===== src/rtl/jtl_pkg.sv =====
// ============================================================================
// jtl_pkg: shared types and constants for the JSON token lexer
// Holds the request/response word types, token kind codes, byte codes and
// counter widths used by the lexer core, result buffer and top level.
// ============================================================================
`default_nettype none

package jtl_pkg;

   // Counter widths
   localparam int OFFSET_BITS = 32;
   localparam int LINE_BITS   = 24;

   localparam logic [LINE_BITS-1:0]   LINE_MAX   = {LINE_BITS{1'b1}};
   localparam logic [OFFSET_BITS-1:0] OFF_MAX    = {OFFSET_BITS{1'b1}};
   localparam logic [LINE_BITS-1:0]   FIRST_LINE_RESET = LINE_BITS'(1);

   // Byte codes
   localparam logic [7:0] CHAR_BACKSLASH = 8'h5C;
   localparam logic [7:0] CHAR_QUOTE     = 8'h22;
   localparam logic [7:0] CHAR_NEWLINE   = 8'h0A;
   localparam logic [7:0] CHAR_SPACE     = 8'h20;
   localparam logic [7:0] CHAR_TAB       = 8'h09;
   localparam logic [7:0] CHAR_VTAB      = 8'h0B;
   localparam logic [7:0] CHAR_FORMFEED  = 8'h0C;
   localparam logic [7:0] CHAR_CR        = 8'h0D;
   localparam logic [7:0] CHAR_COMMA     = 8'h2C;
   localparam logic [7:0] CHAR_LBRACE    = 8'h7B;
   localparam logic [7:0] CHAR_RBRACE    = 8'h7D;
   localparam logic [7:0] CHAR_LBRACKET  = 8'h5B;
   localparam logic [7:0] CHAR_RBRACKET  = 8'h5D;
   localparam logic [7:0] CHAR_COLON     = 8'h3A;

   // Token kinds
   typedef enum logic [3:0] {
      KIND_END      = 4'd0,
      KIND_LBRACE   = 4'd1,
      KIND_RBRACE   = 4'd2,
      KIND_LBRACKET = 4'd3,
      KIND_RBRACKET = 4'd4,
      KIND_COLON    = 4'd5,
      KIND_COMMA    = 4'd6,
      KIND_STRING   = 4'd7,
      KIND_BARE     = 4'd8
   } jtl_kind_type;

   // Input word
   typedef struct packed {
      logic       has_byte;
      logic [7:0] data_byte;
      logic       end_of_buffer;
   } jtl_req_type;

   // Output word
   typedef struct packed {
      logic [3:0]             token_kind;
      logic [LINE_BITS-1:0]   token_line;
      logic [OFFSET_BITS-1:0] token_column;
      logic [OFFSET_BITS-1:0] content_offset;
      logic [OFFSET_BITS-1:0] content_length;
      logic                   unterminated;
      logic                   last_of_run;
   } jtl_rsp_type;

   // Up to three results per input word
   localparam int MAX_RESULTS = 3;

   // Results of one input word, core to result buffer
   typedef struct packed {
      logic [1:0]                         count;
      jtl_rsp_type [MAX_RESULTS-1:0]      slot;
   } jtl_load_type;

endpackage

`default_nettype wire


===== src/rtl/jtl_core.sv =====
// ============================================================================
// jtl_core: lexer state and per-byte token logic
// Holds the lexing mode and position counters, decodes one input word per
// firing cycle and produces up to three results for the result buffer.
// ============================================================================
`default_nettype none

module jtl_core
   import jtl_pkg::*;
(
   input  wire logic                 clock,
   input  wire logic                 reset,
   input  wire logic                 fire,
   input  wire jtl_req_type          item,
   input  wire logic                 csr_write_en,
   input  wire logic [LINE_BITS-1:0] csr_write_data,
   output jtl_load_type              load
);

   typedef enum logic [1:0] {
      MODE_BETWEEN = 2'd0,
      MODE_STRING  = 2'd1,
      MODE_BARE    = 2'd2
   } mode_type;

   // State registers
   mode_type               mode_ff,       mode_in;
   logic                   bslash_ff,     bslash_in;
   logic [LINE_BITS-1:0]   first_line_ff;
   logic [LINE_BITS-1:0]   line_ff,       line_in;
   logic [OFFSET_BITS-1:0] offset_ff,     offset_in;
   logic [OFFSET_BITS-1:0] column_ff,     column_in;   // column of the next byte
   logic [LINE_BITS-1:0]   start_line_ff, start_line_in;
   logic [OFFSET_BITS-1:0] start_col_ff,  start_col_in;
   logic [OFFSET_BITS-1:0] start_off_ff,  start_off_in;
   logic [OFFSET_BITS-1:0] length_ff,     length_in;

   logic       [7:0]        c;
   logic                    is_space;
   logic                    is_delim;
   logic                    newline_seen;
   logic [1:0]              cnt_v;
   jtl_rsp_type [MAX_RESULTS-1:0] slot_v;
   jtl_kind_type            punct_kind;
   logic                    is_punct;

   function automatic logic [OFFSET_BITS-1:0] sat_off(input logic [OFFSET_BITS-1:0] v);
      return (v == OFF_MAX) ? v : v + OFFSET_BITS'(1);
   endfunction

   function automatic logic [LINE_BITS-1:0] sat_line(input logic [LINE_BITS-1:0] v);
      return (v == LINE_MAX) ? v : v + LINE_BITS'(1);
   endfunction

   function automatic jtl_rsp_type make_rsp(
      input jtl_kind_type           kind,
      input logic [LINE_BITS-1:0]   line,
      input logic [OFFSET_BITS-1:0] col,
      input logic [OFFSET_BITS-1:0] off,
      input logic [OFFSET_BITS-1:0] len,
      input logic                   unterm
   );
      jtl_rsp_type r;
      r.token_kind     = kind;
      r.token_line     = line;
      r.token_column   = col;
      r.content_offset = off;
      r.content_length = len;
      r.unterminated   = unterm;
      r.last_of_run    = 1'b0;
      return r;
   endfunction

   // Byte classes
   assign c        = item.data_byte;
   assign is_space = (c == CHAR_SPACE) || (c == CHAR_TAB) || (c == CHAR_NEWLINE) ||
                     (c == CHAR_VTAB) || (c == CHAR_FORMFEED) || (c == CHAR_CR);
   assign is_delim = is_space || (c == CHAR_COMMA) || (c == CHAR_RBRACE) ||
                     (c == CHAR_RBRACKET);

   always_comb begin
      unique case (c)
         CHAR_LBRACE:   punct_kind = KIND_LBRACE;
         CHAR_RBRACE:   punct_kind = KIND_RBRACE;
         CHAR_LBRACKET: punct_kind = KIND_LBRACKET;
         CHAR_RBRACKET: punct_kind = KIND_RBRACKET;
         CHAR_COLON:    punct_kind = KIND_COLON;
         CHAR_COMMA:    punct_kind = KIND_COMMA;
         default:       punct_kind = KIND_END;
      endcase
   end
   assign is_punct = (punct_kind != KIND_END);

   // Next state and results for the word in the input register
   always_comb begin
      logic do_between;
      mode_in       = mode_ff;
      bslash_in     = bslash_ff;
      line_in       = line_ff;
      offset_in     = offset_ff;
      column_in     = column_ff;
      start_line_in = start_line_ff;
      start_col_in  = start_col_ff;
      start_off_in  = start_off_ff;
      length_in     = length_ff;
      newline_seen  = 1'b0;
      do_between    = 1'b0;
      cnt_v         = 2'd0;
      slot_v        = '0;

      if (item.has_byte) begin
         unique case (mode_ff)
            MODE_STRING: begin
               if ((c == CHAR_QUOTE) && !bslash_ff) begin
                  slot_v[cnt_v] = make_rsp(KIND_STRING, start_line_ff, start_col_ff,
                                           start_off_ff, length_ff, 1'b0);
                  cnt_v   = cnt_v + 2'd1;
                  mode_in = MODE_BETWEEN;
               end else begin
                  length_in = sat_off(length_ff);
               end
               bslash_in = (c == CHAR_BACKSLASH);
            end
            MODE_BARE: begin
               if (is_delim) begin
                  slot_v[cnt_v] = make_rsp(KIND_BARE, start_line_ff, start_col_ff,
                                           start_off_ff, length_ff, 1'b0);
                  cnt_v      = cnt_v + 2'd1;
                  mode_in    = MODE_BETWEEN;
                  do_between = 1'b1;
               end else begin
                  length_in = sat_off(length_ff);
               end
            end
            default: begin
               mode_in    = MODE_BETWEEN;
               do_between = 1'b1;
            end
         endcase

         // Lexing between tokens
         if (do_between) begin
            if (is_space) begin
               if (c == CHAR_NEWLINE) begin
                  newline_seen = 1'b1;
                  line_in      = sat_line(line_ff);
               end
            end else if (is_punct) begin
               slot_v[cnt_v] = make_rsp(punct_kind, line_ff, column_ff, offset_ff,
                                        '0, 1'b0);
               cnt_v = cnt_v + 2'd1;
            end else begin
               start_line_in = line_ff;
               start_col_in  = column_ff;
               if (c == CHAR_QUOTE) begin
                  mode_in      = MODE_STRING;
                  bslash_in    = 1'b0;
                  start_off_in = sat_off(offset_ff);
                  length_in    = '0;
               end else begin
                  mode_in      = MODE_BARE;
                  start_off_in = offset_ff;
                  length_in    = OFFSET_BITS'(1);
               end
            end
         end

         // Position advance; a newline restarts the column
         offset_in = sat_off(offset_ff);
         if (newline_seen) begin
            column_in = OFFSET_BITS'(1);
         end else if (offset_ff != OFF_MAX) begin
            column_in = sat_off(column_ff);
         end
      end

      // End of buffer: flush, end token, restart
      if (item.end_of_buffer) begin
         if (mode_in == MODE_BARE) begin
            slot_v[cnt_v] = make_rsp(KIND_BARE, start_line_in, start_col_in,
                                     start_off_in, length_in, 1'b0);
            cnt_v = cnt_v + 2'd1;
         end else if (mode_in == MODE_STRING) begin
            slot_v[cnt_v] = make_rsp(KIND_STRING, start_line_in, start_col_in,
                                     start_off_in, '0, 1'b1);
            cnt_v = cnt_v + 2'd1;
         end
         slot_v[cnt_v] = make_rsp(KIND_END, line_in, column_in, offset_in, '0, 1'b0);
         cnt_v = cnt_v + 2'd1;

         mode_in       = MODE_BETWEEN;
         bslash_in     = 1'b0;
         line_in       = first_line_ff;
         offset_in     = '0;
         column_in     = OFFSET_BITS'(1);
         start_line_in = '0;
         start_col_in  = '0;
         start_off_in  = '0;
         length_in     = '0;
      end

      load.count = cnt_v;
      load.slot  = slot_v;
   end

   // State update; a register write reloads the line count before the first byte
   always_ff @(posedge clock) begin
      if (reset) begin
         mode_ff       <= MODE_BETWEEN;
         bslash_ff     <= 1'b0;
         first_line_ff <= FIRST_LINE_RESET;
         line_ff       <= FIRST_LINE_RESET;
         offset_ff     <= '0;
         column_ff     <= OFFSET_BITS'(1);
         start_line_ff <= '0;
         start_col_ff  <= '0;
         start_off_ff  <= '0;
         length_ff     <= '0;
      end else begin
         if (csr_write_en) begin
            first_line_ff <= csr_write_data;
         end
         if (fire) begin
            mode_ff       <= mode_in;
            bslash_ff     <= bslash_in;
            line_ff       <= line_in;
            offset_ff     <= offset_in;
            column_ff     <= column_in;
            start_line_ff <= start_line_in;
            start_col_ff  <= start_col_in;
            start_off_ff  <= start_off_in;
            length_ff     <= length_in;
         end else if (csr_write_en && (offset_ff == '0) && (mode_ff == MODE_BETWEEN)) begin
            line_ff <= csr_write_data;
         end
      end
   end

endmodule

`default_nettype wire


===== src/rtl/jtl_out_buf.sv =====
// ============================================================================
// jtl_out_buf: result buffer
// Holds the up to three results of one input word and hands them out one
// word per cycle while rsp_ready is high; marks the final one of each run.
// ============================================================================
`default_nettype none

module jtl_out_buf
   import jtl_pkg::*;
(
   input  wire logic         clock,
   input  wire logic         reset,
   input  wire logic         load_en,
   input  wire jtl_load_type load,
   output logic              can_load,
   output logic              rsp_valid,
   input  wire logic         rsp_ready,
   output jtl_rsp_type       rsp_data
);

   jtl_rsp_type [MAX_RESULTS-1:0] slot_ff, slot_in;
   logic [1:0] idx_ff, idx_in;
   logic [1:0] rem_ff, rem_in;
   logic       pop;

   assign rsp_valid = (rem_ff != 2'd0);
   assign pop       = rsp_valid && rsp_ready;
   // Room for a new run once the last held word leaves
   assign can_load  = (rem_ff == 2'd0) || ((rem_ff == 2'd1) && pop);

   always_comb begin
      rsp_data             = slot_ff[idx_ff];
      rsp_data.last_of_run = (rem_ff == 2'd1);
   end

   // Next buffer state
   always_comb begin
      slot_in = slot_ff;
      idx_in  = idx_ff;
      rem_in  = rem_ff;
      if (pop) begin
         idx_in = idx_ff + 2'd1;
         rem_in = rem_ff - 2'd1;
      end
      if (load_en && (load.count != 2'd0)) begin
         slot_in = load.slot;
         idx_in  = 2'd0;
         rem_in  = load.count;
      end
   end

   always_ff @(posedge clock) begin
      if (reset) begin
         idx_ff <= 2'd0;
         rem_ff <= 2'd0;
      end else begin
         idx_ff <= idx_in;
         rem_ff <= rem_in;
      end
      slot_ff <= slot_in;
   end

endmodule

`default_nettype wire


===== src/rtl/json_token_lexer_unit.sv =====
// ============================================================================
// json_token_lexer_unit: byte-serial JSON lexer
// Turns a stream of text bytes into punctuation, string, bare and end tokens
// with line, column, offset and length.
// ============================================================================
// One byte word enters per cycle while req_ready is high. It is held in an
// input register, lexed by combinational logic in the core and its results
// (none to three) are loaded into a result buffer that drives rsp_*, where
// they are offered. The output hands out one result word per cycle while
// rsp_ready is high; after a byte with several results the next byte waits
// in the input register until the last one is taken, and bytes causing at
// most one result flow at one per cycle. csr_write_data sets the number of
// the first line of each buffer; it also applies at once if the current
// buffer has not taken a byte yet and no word is being lexed.
`default_nettype none

module json_token_lexer_unit
   import jtl_pkg::*;
(
   input  wire logic                 clock,
   input  wire logic                 reset,
   input  wire logic                 req_valid,
   output logic                      req_ready,
   input  wire jtl_req_type          req_data,
   output logic                      rsp_valid,
   input  wire logic                 rsp_ready,
   output jtl_rsp_type               rsp_data,
   input  wire logic                 csr_write_en,
   input  wire logic [LINE_BITS-1:0] csr_write_data
);

   logic         in_valid_ff, in_valid_in;
   jtl_req_type  in_item_ff;
   logic         can_load;
   logic         fire;
   logic         accept;
   jtl_load_type load;

   // Input register handshake
   assign fire        = in_valid_ff && can_load;
   assign req_ready   = !in_valid_ff || fire;
   assign accept      = req_valid && req_ready;
   assign in_valid_in = accept || (in_valid_ff && !fire);

   always_ff @(posedge clock) begin
      if (reset) begin
         in_valid_ff <= 1'b0;
      end else begin
         in_valid_ff <= in_valid_in;
      end
      if (accept) begin
         in_item_ff <= req_data;
      end
   end

   jtl_core u_core (
      .clock          (clock),
      .reset          (reset),
      .fire           (fire),
      .item           (in_item_ff),
      .csr_write_en   (csr_write_en),
      .csr_write_data (csr_write_data),
      .load           (load)
   );

   jtl_out_buf u_out_buf (
      .clock     (clock),
      .reset     (reset),
      .load_en   (fire),
      .load      (load),
      .can_load  (can_load),
      .rsp_valid (rsp_valid),
      .rsp_ready (rsp_ready),
      .rsp_data  (rsp_data)
   );

endmodule

`default_nettype wire

===== config.mk =====
export PLATFORM = sky130hd
export DESIGN_NAME = json_token_lexer_unit
export DESIGN_NICKNAME = d
export VERILOG_FILES = /design/src/rtl/jtl_pkg.sv /design/src/rtl/jtl_core.sv /design/src/rtl/jtl_out_buf.sv /design/src/rtl/json_token_lexer_unit.sv
export SDC_FILE = /design/constraint.sdc
export NUM_CORES = 2
export LEC_CHECK = 0
export BUFFER_PORTS_ARGS = -buffer_cell sky130_fd_sc_hd__buf_4
export CELL_PAD_IN_SITES_DETAIL_PLACEMENT = 0
export CELL_PAD_IN_SITES_GLOBAL_PLACEMENT = 1
export CORE_MARGIN = 2
export CORE_UTILIZATION = 52
export CTS_CLUSTER_DIAMETER = 30
export DETAILED_ROUTE_END_ITERATION = 10
export PLACE_DENSITY = 0.92
export SLEW_MARGIN = 20
export SYNTH_ARGS = -nofsm -noshare
export SYNTH_HDL_FRONTEND = slang
export SYNTH_SLANG_ARGS = --single-unit

===== constraint.sdc =====
create_clock -name clock -period 32.3 [get_ports clock]
set_input_delay 3.23 -clock clock [delete_from_list [all_inputs] [get_ports clock]]
set_output_delay 3.23 -clock clock [all_outputs]
set_load 0.01 [all_outputs]

* Word-level counts from Yosys, hierarchy flattened *
Cells that the tools add are included.

word-level totals
  register bits after elaboration = 628
  bits of input ports = 39
  output and inout port bits = 128

operators by class
  add/sub/neg operators = 9
  order comparisons = 7
  equal/unequal tests = 24
  muxes and demuxes = 104
  reductions and logical operators = 37

operators with widths
  operator                                                     number
  2-to-1 mux 378 bit                                           8
  bitwise mux 378 bit                                          4
  2-to-1 mux 32 bit                                            27
  demux 126 bit (select 2 bit)                                 3
  2-to-1 mux 126 bit                                           6
  2-to-1 mux 24 bit                                            13
  binary-select mux 126 bit (select 2 bit)                     1
  case mux 126 bit (2 select lines)                            1
  2-to-1 mux 125 bit                                           1
  adder 32 x 1 -> 32 bit (second input constant)               3
  equality test 32 bit (second input constant)                 3
  case mux 32 bit (2 select lines)                             1
  equality test 8 x 4 -> 1 bit (second input constant)         5
  equality test 8 x 7 -> 1 bit (second input constant)         5
  2-to-1 mux 2 bit                                             19
  equality test 8 x 6 -> 1 bit (second input constant)         4
  zero test 32 bit                                             1
  != test 32 bit (second input constant)                       1
  adder 24 x 1 -> 24 bit (second input constant)               1
  equality test 24 bit (second input constant)                 1
  case mux 3 bit (6 select lines)                              1
  2-to-1 mux 1 bit                                             16
  logical AND 1 bit                                            12
  less-than comparator 2 x 3 -> 1 bit (second input constant)  4
  14 further kinds                                             40

* Logic depth before layout (Yosys ltp) *
  depth in word-level cells = 27
  depth in mapped cells = 24
  depth with buffers taken out = 20

* Modules after synthesis *
From an unflattened synthesis, not the netlist that was laid out.

unflattened totals
  cells, all modules = 3877
  area, all modules = 35665.5 um2

modules (own cells, without submodules)
  module                 instances  cells an instance  area each (um2)
  jtl_core               1          3041               21186.6
  jtl_out_buf            1          820                14116.0
  json_token_lexer_unit  1          16                 362.8

* Worst setup path before layout *
Ideal clock, no wire load.

  path kind = input -> register
  start = input port rsp_ready
  end = register u_out_buf.slot_ff[100] (netlist bit), enable pin
  arrival time = 10.224 ns
  required time = 29.569 ns
  slack = 19.345 ns
  cell stages on the path = 6
  cell sequence = a21oi_1 -> nand2b_1 -> clkbuf_1 -> clkbuf_1 -> a21o_1 -> nand2_1

between the ends
  word-level cells in the longest chain between the ends = 5

RTL lines
  element                 RTL line                     source
  start: declaration      json_token_lexer_unit.sv:26  input wire logic rsp_ready,
  logical AND 1 bit       jtl_out_buf.sv:27            assign pop = rsp_valid && rsp_ready;
  logical AND 1 bit       jtl_out_buf.sv:29            assign can_load = (rem_ff == 2'd0) || ((rem_ff == 2'd1) && pop);
  logical OR 1 bit        jtl_out_buf.sv:29
  logical AND 1 bit       json_token_lexer_unit.sv:40  assign fire = in_valid_ff && can_load;
  logical AND 1 bit       jtl_out_buf.sv:45            if (load_en && (load.count != 2'd0)) begin
  end signal: assignment  jtl_out_buf.sv:60            slot_ff <= slot_in;
  end: declaration        jtl_out_buf.sv:21            jtl_rsp_type [MAX_RESULTS-1:0] slot_ff, slot_in;

Every way passes these cells.
A chain may end at the register's enable or synchronous reset.

* Final worst setup path *
  start = register in_item_ff[6] (netlist bit)
  end = register u_out_buf.slot_ff[44] (netlist bit), enable pin

between the ends
  word-level cells in the longest chain between the ends = 25

RTL lines
  element                                                                              RTL line                          source
  start: declaration                                                                   json_token_lexer_unit.sv:33       jtl_req_type in_item_ff;
  start signal: assignment                                                             json_token_lexer_unit.sv:52       in_item_ff <= req_data;
  equality test 8 x 6 -> 1 bit / equality test 8 x 4 -> 1 bit (equally long branches)  jtl_core.sv:76                    assign is_space = (c == CHAR_SPACE) || (c == CHAR_TAB) || (c == CHAR_NEWLINE) ||
  logical OR 1 bit (3 in a row)                                                        jtl_core.sv:76
  logical OR 1 bit (2 in a row)                                                        jtl_core.sv:77                    (c == CHAR_VTAB) || (c == CHAR_FORMFEED) || (c == CHAR_CR);
  logical OR 1 bit (3 in a row)                                                        jtl_core.sv:78                    assign is_delim = is_space || (c == CHAR_COMMA) || (c == CHAR_RBRACE) ||
  2-to-1 mux 1 bit                                                                     jtl_core.sv:125                   if (is_delim) begin
  case mux 2 bit (2 select lines)                                                      jtl_core.sv:112                   unique case (mode_ff)
  2-to-1 mux 2 bit                                                                     jtl_core.sv:111                   if (item.has_byte) begin
  adder 2 x 1 -> 2 bit                                                                 jtl_core.sv:151                   cnt_v = cnt_v + 2'd1;
  [... 4 more ...]                                                                     --
  adder 2 x 1 -> 2 bit                                                                 jtl_core.sv:182, jtl_core.sv:186
  2-to-1 mux 2 bit                                                                     jtl_core.sv:183                   end else if (mode_in == MODE_STRING) begin
  2-to-1 mux 2 bit                                                                     jtl_core.sv:179                   if (mode_in == MODE_BARE) begin
  2-to-1 mux 2 bit                                                                     jtl_core.sv:178                   if (item.end_of_buffer) begin
  adder 2 x 1 -> 2 bit                                                                 jtl_core.sv:189                   cnt_v = cnt_v + 2'd1;
  2-to-1 mux 2 bit (*)                                                                 jtl_core.sv:178
  nonzero test 2 bit (*)                                                               jtl_out_buf.sv:45
  logical AND 1 bit (*)                                                                jtl_out_buf.sv:45

Mark *: on every way between the ends. The rest lies on a longest branch, timed or not. The select of a mux whose other input is x is not followed.

==> impl_metrics.yaml <==
logic_synthesis:
  syn_inst: 3940
  yosys.area_share.simple: 0.178
  synth_top_area_cell: "edfxtp_1"
  synth_compound_area_frac: 0.216
  async_flop_share: 0
  synthMuxAreaShare: 0.0602
  syn-cell-area_sq_um: 35000
  synth_cell_types: 83
  synth_edf_count: 382
  synth_fa_ha_area_frac: 0.00607
  syn_avg_cell_area_sq_um: 8.89
  synth.most_common_cell: "nor2_1"
  netlist.area_leader.share: 0.327
  yosys-top-cells-area: "edfxtp_1, dfxtp_1, nor2_1"
  synth-xor-area-share: 0.0280
  synthesis.nets: 3996
  yosysWarnings: 0
  ys_seq_elements: 622
  seq_area_frac_synth: 0.465
  synth_top_family_by_area: "compound AO/OA/AOI/OAI gates"
  ys.flop_type: "edfxtp_1"
  yosys-top-cells-count: "nor2_1, nand2_1, edfxtp_1"
timing:
  worst_slack_ps: 24300
  max_freq_mhz: 125
  clock_skew_ps: 29.9
  tns_ps: 0
  finalSetupViolCount: 0
  worst_pin_slew_ps: 1290
  drv_slew: 0
  fin_crit_sh: 0.248
  rsz0062_at_grt: "false"
  final-hold-violation-count: 0
  holdWs_ps: 489
  max-slew-margin-rel: 0.137
  min_period_ps: 8000
floorplan:
  io_pins: 167
  fp.dieH_um: 264
  rows: 95
  dieArea_sq_um: 69500
  start_util: 0.523
  core-area_sq_um: 66900
  fp.dieW_um: 264
setup_path:
  slowest_delay_ps: 950
  cpMaxStageDelayCell: "buf_4"
  crit_path_start: "in_item_ff[6]$_DFFE_PP_"
  crit_required_ps: 32620
  crit_chain: "or4b_1 -> a21oi_1 -> o31a_1 -> o21ai_0 -> clkinv_2 -> ha_1 -> a21oi_1 -> o21ai_0 -> nand2_1 -> ha_1 -> nand2_1 -> a21boi_0 -> ha_1 -> mux2i_1 -> nand2_1 -> nand2_4 -> buf_4 -> buf_12 -> buf_4"
  worst-setup-path-type: "register to register"
  timing.rr.start: "in_item_ff[6]$_DFFE_PP_"
  endpoint: "u_out_buf.slot_ff[44]$_DFFE_PP_"
  r2r-end: "u_out_buf.slot_ff[44]$_DFFE_PP_"
  worstPathMaxFanout: 182
  regToRegSetupSlack_ps: 24300
  end_kind: "register"
  rr_worst_depth: 19
  cp-start-kind: "register"
  cp.arrival_ps: 8320
detailed_routing:
  vias_per_cell: 6.56
  first_pass_iters: 7
  wl_um: 117000
  drtIter0Drc: 4072
  vias: 32179
  wire_per_inst_um: 23.8
  drc_errors: 0
  ant_nets: 0
global_route:
  antenna_found_initial: 0
  grt_pass1_vias: 30834
  grtUsageTotal: 0.330
  grt_max_degree: 183
  grt_pass1_wl_um: 180000
  overflow: 0
placement:
  port_buffers: 166
  place_ws_ps: 24140
  placedCellCount: 4659
  gp_congestion: 0.914
  post-dp-hpwl_um: 67300
cells_and_area:
  diodes: 0
  fin_cells: 4909
  area_delta_synth_final_pct: 17.4
  drive_gt1_frac: 0.125
  nNetsFinal: 3978
power_and_ir_drop:
  p_total_mw: 2.90
  power_density_nw_per_um2: 70.5
  p_leak_nw: 14.1
  ir_drop_mv: 0.0537
worst_hold_path:
  hp-class: "register to register"
clocking:
  root_buffer: "clkbuf_16"
  cts.sinks: 622
  ctsHoldBuffers: 0
  cts_tree: "done"
  clk_pin_slew_worst_paths_ps: 50
  insertion_delay_ps: 730
  cts_buffers: 134
  cts_max_level: 4
  cts_setup_buffers: 0
  cts_buffer_depth: 3
  cts-resized-gates: 0
status:
  outcome: "finished, final reports clean"
run:
  drv_cap: 0
[where the power goes]
part	switching [mW]	total, mW	internal [mW]	leakage, nW
sequential	0.0433	0.969	0.926	5.61
clock	0.457	1.38	0.925	2.20
combinational	0.384	0.548	0.164	6.28
[area by class of cell]
| type | instances | area [sq um] |
|---|---|---|
| clock buffers | 170 | 3710 |
| well taps | 873 | 1090 |
| clock inverters | 80 | 890 |
| flip-flops and latches | 622 | 16300 |
| inverters | 46 | 176 |
| fillers | 5642 | 25800 |
| multi-input cells | 2894 | 17300 |
| repair buffers | 224 | 1700 |
[metrics by stage]
step                instance area, sq um   util
floorplan                          35000      -
global placement                   36500  0.546
detailed placement                 36500  0.546
CTS                                41100  0.615
global route                       41100  0.615
finish                             41100  0.615
[sequential cells by signal (all words and copies together) (netlist names), 2 cells and up]
register / flops
u_core.column_ff: 32
u_out_buf.slot_ff: 372
u_out_buf.rem_ff: 2
u_core.start_col_ff: 32
u_core.start_line_ff: 24
in_item_ff: 10
u_core.first_line_ff: 24
u_core.mode_ff: 2
u_core.line_ff: 24
u_core.offset_ff: 32
u_out_buf.idx_ff: 2
u_core.length_ff: 32
u_core.start_off_ff: 32
[cells by family (layout without fill, tap and decap cells)]
kind of cell	after synthesis	after routing
AOI/OAI and AO/OA	1135	1135
xor gates and xnor gates	111	111
adders and majority gates	17	17
buffers and inverters	424	520
DFF	622	622
muxes	209	209
and+or+nand+nor	1422	1422
[cells in the final DEF, fill, tap and decap left out, drive strengths merged, types with 69 or more instances in the layout]
master and instances:
buf 223, edfxtp 382, a22oi 259, dfxtp 240, nand3 80, nor3 70
a21oi 216, xnor2 69, mux2i 196, nor2 553, nand2 492, a22o 109
clkbuf 171, o21ai 269
[worst max-delay path, delay by kind of cell (launching register included)]
family	cells	cell delay, ps
buffers and inverters	4	2850
multiplexers	1	180
AND/OR/NAND/NOR	5	1290
adder cells (fa/ha/maj)	3	1050
flip-flops	1	520
AO/OA/AOI/OAI	6	1570
[per-layer routing]
metal,part of all wire,GRT usage,vias to the layer above
li1,-,-,14495
met5,0,0,-
met4,0.052,0.180,0
met3,0.11,0.0731,377
met1,0.39,0.427,15325
met2,0.45,0.515,1982
[worst min path at each step]
stage	slack, ps	start	cells after the start	to
floorplan	450	u_core.first_line_ff[17]$_SDFFE_PP0P_	2	u_core.first_line_ff[17]$_SDFFE_PP0P_
global placement	470	u_core.first_line_ff[17]$_SDFFE_PP0P_	2	u_core.first_line_ff[17]$_SDFFE_PP0P_
detailed placement	480	u_core.first_line_ff[17]$_SDFFE_PP0P_	2	u_core.first_line_ff[17]$_SDFFE_PP0P_
CTS	490	u_core.first_line_ff[11]$_SDFFE_PP0P_	2	u_core.line_ff[11]$_SDFFE_PP0P_
global route	510	u_core.first_line_ff[9]$_SDFFE_PP0P_	2	u_core.first_line_ff[9]$_SDFFE_PP0P_
finish	490	u_core.first_line_ff[17]$_SDFFE_PP0P_	2	u_core.first_line_ff[17]$_SDFFE_PP0P_
(Power assumes the default switching activity.)
